### config.mk
export PLATFORM = sky130hd
export DESIGN_NAME = midf_control
export DESIGN_NICKNAME = d
export VERILOG_FILES = /design/src/design/mesh_index_dedup_fan_triangulator_core_macros.svh /design/src/design/midf_pkg.sv /design/src/design/midf_control.sv
export SDC_FILE = /design/constraint.sdc
export NUM_CORES = 1
export LEC_CHECK = 0
export BUFFER_PORTS_ARGS = -buffer_cell sky130_fd_sc_hd__buf_2
export CAP_MARGIN = 20
export CORE_MARGIN = 2
export CORE_UTILIZATION = 40
export DETAILED_ROUTE_END_ITERATION = 16
export PLACE_DENSITY = 0.69
export SKIP_LAST_GASP = 1
export SLEW_MARGIN = 20
export SYNTH_ARGS = -nofsm -noshare
export SYNTH_HDL_FRONTEND = slang
export SYNTH_SLANG_ARGS = --single-unit
### constraint.sdc
create_clock -name clk -period 2.2 [get_ports clk]
set_clock_uncertainty 0.05 [all_clocks]
set_input_delay 0.44 -clock clk [delete_from_list [all_inputs] [get_ports clk]]
set_output_delay 0.44 -clock clk [all_outputs]
set_load 0.03 [all_outputs]
### src/design/mesh_index_dedup_fan_triangulator_core_macros.svh
// Assertion macros for the mesh index dedup core.
// Included by the top level; no other dependencies.
`ifndef MESH_INDEX_DEDUP_FAN_TRIANGULATOR_CORE_MACROS_SVH
`define MESH_INDEX_DEDUP_FAN_TRIANGULATOR_CORE_MACROS_SVH
`ifndef SYNTHESIS
`define MIDF_ASSERT_IMP(label, ante, cons) \
  label: assert property (@(posedge clk) disable iff (rst) (ante) |-> (cons)) \
    else $error("%m: label failed");
`define MIDF_ASSERT_NEXT(label, ante, cons) \
  label: assert property (@(posedge clk) disable iff (rst) (ante) |=> (cons)) \
    else $error("%m: label failed");
`else
`define MIDF_ASSERT_IMP(label, ante, cons)
`define MIDF_ASSERT_NEXT(label, ante, cons)
`endif
`endif

### src/design/midf_pkg.sv
// Shared types and constants for the mesh index dedup core.
// No dependencies.
package midf_pkg;
  localparam int TableEntries = 4096;
  localparam int TabBits = 12;
  localparam int MaxCorners = 7;
  localparam int CornBits = 3;
  localparam int RefBits = 24;
  localparam int IdxBits = 23;

  typedef enum logic [2:0] {
    OP_POS = 3'd0, OP_NRM = 3'd1, OP_TEX = 3'd2, OP_CORNER = 3'd3, OP_END = 3'd4
  } op_e;

  typedef enum logic [2:0] {
    K_VERTEX = 3'd0, K_TRI = 3'd1, K_MANY = 3'd2, K_FEW = 3'd3,
    K_BADREF = 3'd4, K_FULL = 3'd5, K_HALT = 3'd6
  } kind_e;

  typedef struct packed {
    logic [2:0] op;
    logic signed [RefBits-1:0] position_ref;
    logic signed [RefBits-1:0] normal_ref;
    logic signed [RefBits-1:0] texcoord_ref;
  } in_t;

  typedef struct packed {
    logic [2:0] kind;
    logic [IdxBits-1:0] first;
    logic [IdxBits-1:0] second;
    logic [IdxBits-1:0] third;
    logic [TabBits-1:0] unique_index;
    logic last;
  } out_t;

  typedef enum logic [3:0] {
    S_CLEAR, S_IDLE, S_RESOLVE, S_HASH, S_READ, S_CMP, S_FAN, S_EMIT, S_WAIT
  } state_t;

  // controller -> datapath
  typedef struct packed {
    logic clear_step;  // write one invalid slot during clearing sweep
    logic load;        // capture input item
    logic resolve;     // resolve refs, range check
    logic hash;        // compute home slot
    logic read;        // issue table read at probe slot
    logic probe_next;  // advance probe
    logic insert;      // write new triple
    logic reuse;       // buffer known index
    logic declare;     // bump a count
    logic fan_init;    // start fan
    logic fan_next;    // advance fan
    logic set_err;     // build error result with err_kind
    logic [2:0] err_kind;
    logic set_vertex;
    logic set_tri;
    logic clear_corners;
  } cmd_t;

  // datapath -> controller
  typedef struct packed {
    logic clear_done;
    logic [2:0] op;
    logic bad_ref;
    logic corners_full;
    logic slot_empty;
    logic slot_match;
    logic probe_wrapped;
    logic table_full;
    logic few;
    logic fan_last;
  } stat_t;
endpackage

### src/design/midf_control.sv
// Controller state machine for the mesh index dedup core.
// Depends on midf_pkg.
module midf_control (
  input  logic clk,
  input  logic rst,
  input  logic valid,
  output logic stall,
  output logic res_valid,
  input  logic res_stall,
  input  midf_pkg::stat_t stat,
  output midf_pkg::cmd_t cmd
);
  import midf_pkg::*;

  state_t state, state_next;
  logic halted, halted_next;
  logic rv, rv_next;

  assign stall = (state != S_IDLE) || (rv && res_stall);
  assign res_valid = rv;

  always_ff @(posedge clk) begin
    if (rst) begin
      state <= S_CLEAR;
      halted <= 1'b0;
      rv <= 1'b0;
    end else begin
      state <= state_next;
      halted <= halted_next;
      rv <= rv_next;
    end
  end

  wire take = (state == S_IDLE) && valid && !(rv && res_stall);
  wire out_free = !rv || !res_stall;

  always_comb begin
    state_next = state;
    unique case (state)
      S_CLEAR:   if (stat.clear_done) state_next = S_IDLE;
      S_IDLE:    if (take) state_next = S_RESOLVE;
      S_RESOLVE: begin
        priority if (halted) state_next = S_IDLE;
        else if (stat.op == OP_CORNER) state_next = S_HASH;
        else if (stat.op == OP_END) state_next = S_FAN;
        else state_next = S_IDLE;
      end
      S_HASH:    state_next = S_READ;
      S_READ:    state_next = S_CMP;
      S_CMP: begin
        priority if (stat.bad_ref || stat.corners_full) state_next = S_IDLE;
        else if (stat.slot_empty || stat.slot_match || stat.probe_wrapped)
          state_next = S_IDLE;
        else state_next = S_READ;
      end
      S_FAN:     state_next = S_IDLE;
      S_EMIT:    if (out_free && stat.fan_last) state_next = S_IDLE;
      S_WAIT:    state_next = S_EMIT;
      default:   state_next = S_IDLE;
    endcase
    if (state == S_FAN && !stat.few) state_next = S_WAIT;
  end

  always_comb begin
    cmd = '0;
    halted_next = halted;
    rv_next = rv && res_stall;
    unique case (state)
      S_CLEAR: cmd.clear_step = !stat.clear_done;
      S_IDLE:  cmd.load = take;
      S_RESOLVE: begin
        cmd.resolve = 1'b1;
        priority if (halted) begin
          cmd.set_err = 1'b1; cmd.err_kind = K_HALT; rv_next = 1'b1;
        end else if (stat.op == OP_POS || stat.op == OP_NRM || stat.op == OP_TEX)
          cmd.declare = 1'b1;
        else begin
        end
      end
      S_HASH: cmd.hash = 1'b1;
      S_READ: cmd.read = 1'b1;
      S_CMP: begin
        priority if (stat.bad_ref) begin
          cmd.set_err = 1'b1; cmd.err_kind = K_BADREF; rv_next = 1'b1; halted_next = 1'b1;
        end else if (stat.corners_full) begin
          cmd.set_err = 1'b1; cmd.err_kind = K_MANY; rv_next = 1'b1; halted_next = 1'b1;
        end else if (stat.slot_empty) begin
          if (stat.table_full) begin
            cmd.set_err = 1'b1; cmd.err_kind = K_FULL; halted_next = 1'b1;
          end else begin
            cmd.insert = 1'b1; cmd.set_vertex = 1'b1;
          end
          rv_next = 1'b1;
        end else if (stat.slot_match) cmd.reuse = 1'b1;
        else if (stat.probe_wrapped) begin
          cmd.set_err = 1'b1; cmd.err_kind = K_FULL; rv_next = 1'b1; halted_next = 1'b1;
        end else cmd.probe_next = 1'b1;
      end
      S_FAN: begin
        if (stat.few) begin
          cmd.set_err = 1'b1; cmd.err_kind = K_FEW; rv_next = 1'b1; halted_next = 1'b1;
        end else cmd.fan_init = 1'b1;
      end
      S_WAIT: ;
      S_EMIT: begin
        if (out_free) begin
          cmd.set_tri = 1'b1; rv_next = 1'b1;
          if (stat.fan_last) cmd.clear_corners = 1'b1;
          else cmd.fan_next = 1'b1;
        end
      end
      default: ;
    endcase
  end
endmodule

==> parameters.txt <==
Parameter                              Value

Global route
  Global routing usage on met1    0.251
  Global Route Usage Sum    0.213
  Met3 track utilization from global routing    0.0571
  Remaining Overflow, GRT    0
  Global routing usage on met2    0.326
  Vias in the first global route    703
  Initial antenna violation count    0
  Busiest layer in global routing    met2
  Largest net degree at the start of global routing    14
  Wire length of the first global-routing pass    3000 um

Min path
  Critical hold path startpoint    stat[1]
  Kind of path behind the tightest hold check    primary input to register

Floorplanning
  Die width    44.4 um
  Std-Cell Rows    14
  Die extent in y    44.4 um
  Core footprint    1520 sq um
  Floorplan die area    1980 sq um
  I/O pin count    36
  Starting utilization of the core area    0.429

Drt
  Via Count    798
  Final Routed Wirelength    1830 um
  Vias/cell    5.66
  Routed length per placed instance    13.0 um
  Antenna-violating nets left    0
  Count of routing violations after the opening detailed-route iteration    20
  Number of detailed-routing iterations run before antenna repair    4
  DRC violations left    0

Logic synthesis
  Post-Synthesis Cell Area    654 sq um
  Sequential element share of the synthesized area    0.184
  Distinct cell type count of the synthesized netlist    43
  Syn Nets    101
  Synthesized area per cell    7.70 sq um
  Proportion of synthesized flip-flops having asynchronous set or reset    0
  Main flop type after synthesis    sky130_fd_sc_hd__dfxtp_1
  Post-synthesis cell count    85
  Flops & latches, synth    6
  Number of warning messages in the yosys log    0
  Largest area contributor in the synthesized netlist    sky130_fd_sc_hd__dfxtp_1
  Area contributors post-synth    sky130_fd_sc_hd__dfxtp_1 18%, sky130_fd_sc_hd__nor2_1 5.2%, sky130_fd_sc_hd__a21oi_1 3.8%
  Area fraction of the dominant cell type after synthesis    0.184
  Count of flip-flops with a built-in enable after synthesis    0
  Most frequent cell after synthesis    sky130_fd_sc_hd__nor2_1
  Commonest cells in the synthesized netlist    9 x sky130_fd_sc_hd__nor2_1, 6 x sky130_fd_sc_hd__dfxtp_1, 5 x sky130_fd_sc_hd__a21oi_1, 5 x sky130_fd_sc_hd__inv_1, 5 x sky130_fd_sc_hd__nand2_1

Placement
  Hpwl dp    1450 um
  Final Wtd Congestion    0.810
  Placed standard-cell area    872 sq um
  Port Buffer Count    35

Setup path
  Worst setup path category    register to output pin
  Type of destination of the critical path    output pin
  Sort of element at the start of the critical path    register
  Critical R2R Launch    state[3]
  Peak fanout along the critical path    7
  Arrival @ worst endpoint    1.65 ns
  Required time of the worst setup path    1.71 ns
  Source of the critical timing path    state[1]

Clock tree
  CTS tree    yes
  Skew-Pair Late Insertion Delay    0.25 ns
  Number of hold-repair buffers added at the cts stage    0
  Clock slew at reported path FFs    0.06 ns
  CTS Buf Count    3
  Clock root cell    sky130_fd_sc_hd__clkbuf_4
  H-tree depth    1
  Clock sink total    6
  Largest buffer count on any clock path    2

Layout
  Finished Cell Area    932 sq um
  Number of filler cells placed in the layout    149
  Area growth syn-to-layout    42.4%
  Net count reported at finish    143
  # diodes    0
  Ratio of cells with drive above 1 in the final layout    0.496
  Area occupied by multi-input gates    512 sq um
  Register area    124 sq um

Flow run
  Max-cap check violation count    0

Timing
  Slew Viols, Final    0
  Fmax    467 MHz
  RSZ-0062 raised after global routing    true
  Slew @ Worst Pin    0.313 ns
  Clock period minus final worst setup slack    2.14 ns
  Setup_tns    0 ns
  Final hold violation count    0
  Rel. slew slack    0.790
  Count of final setup violators    0
  Fraction of the cycle the final worst path needs    0.974

Power
  Leakage Power    0.442 nW
  Power Total    0.313 mW
  Worst IR Drop VDD    0.172 mV
  Power density over cell area    336 nW/um^2

Status
  Status    completed
## per-stage QoR
stage	worst slack (ns)	hold slack (ns)	cells	util
floorplan	-0.0104	0.450	85	-
global placement	0.144	0.524	137	0.572
detailed placement	0.140	0.519	137	0.572
CTS	0.00469	0.355	140	0.594
global route	-0.0511	0.366	141	0.612
finish	0.0566	0.360	141	0.612
## cell type report
cell class / instances / share of cell area
multi-input combinational: 70 / 0.549
timing repair buffer: 41 / 0.252
sequential: 6 / 0.133
clock buffer: 3 / 0.0242
tap: 16 / 0.0215
inverter: 5 / 0.0201
## path summary, 6_finish.rpt
| kind | end | slack, ns | cells past startpoint |
|---|---|---|---|
| worst min register to register | halted | 0.53 | 2 |
| worst min-delay path | state[3] | 0.36 | 2 |
| worst max-delay path | cmd[2] | 0.06 | 5 |
| worst max register to register | state[0] | 0.74 | 5 |
## layer usage
layer	routed length (um)	share of wire	up-vias
li1	-	-	398
met3	99	0.054	6
met5	0	0	-
met4	56	0.031	0
met1	801	0.44	365
met2	874	0.48	29
## power by group
group          total (mW)  leakage, nW  internal, mW  switching (mW)
clock network       0.111       0.0138        0.0623          0.0487
registers           0.113       0.0494         0.110         0.00219
logic              0.0892        0.379        0.0395          0.0496
total               0.313        0.442         0.212           0.101
## worst max-delay path: stages, from the launching register on
cell and delay (ns):
sky130_fd_sc_hd__dfxtp_4 0.38, sky130_fd_sc_hd__nor2b_4 0.14, sky130_fd_sc_hd__nand2_2 0.10, sky130_fd_sc_hd__or3_4 0.38, sky130_fd_sc_hd__nor3b_4 0.24, sky130_fd_sc_hd__buf_6 0.17
## cell families after synthesis
kind of cell,count (synthesis),synth area share
muxes,1,0.0172
AOI/OAI and AO/OA,25,0.272
buffers and inverters,9,0.0899
and+or+nand+nor,44,0.438
DFF,6,0.184
## sequential cells by signal (all words and copies together), names as in the netlist
register   flops
halted         1
res_valid      1
state          4
## placed cells by master (no fill, tap or decap), types with 2 or more instances in the layout
master | netlist | layout
sky130_fd_sc_hd__buf_2 | 0 | 32
sky130_fd_sc_hd__nor2_1 | 9 | 8
sky130_fd_sc_hd__buf_4 | 2 | 7
sky130_fd_sc_hd__nand2_1 | 5 | 5
sky130_fd_sc_hd__a21oi_1 | 5 | 5
sky130_fd_sc_hd__dfxtp_1 | 6 | 5
sky130_fd_sc_hd__inv_1 | 5 | 4
sky130_fd_sc_hd__o21ai_0 | 3 | 3
sky130_fd_sc_hd__a31oi_1 | 3 | 3
sky130_fd_sc_hd__clkbuf_4 | 0 | 3
sky130_fd_sc_hd__nor3_1 | 2 | 2
sky130_fd_sc_hd__or3_4 | 2 | 2
sky130_fd_sc_hd__nor2b_1 | 3 | 2
sky130_fd_sc_hd__and2_1 | 2 | 2
sky130_fd_sc_hd__o31ai_1 | 2 | 2
sky130_fd_sc_hd__or2_2 | 2 | 2
sky130_fd_sc_hd__nor4_1 | 2 | 2
sky130_fd_sc_hd__or3_1 | 2 | 2
sky130_fd_sc_hd__nand3b_1 | 2 | 2
sky130_fd_sc_hd__a211oi_1 | 2 | 2
sky130_fd_sc_hd__buf_6 | 1 | 2
## timing repair
action / 4_1_cts / 5_1_grt
hold endpoints to repair: 0 / 0
endpoints found under the setup margin: 4 / 7
resized for setup: 5 / 7
buffers inserted: 0 / 1
pin swaps: 0 / 2
Note: power is estimated with default switching activity, not from simulation.
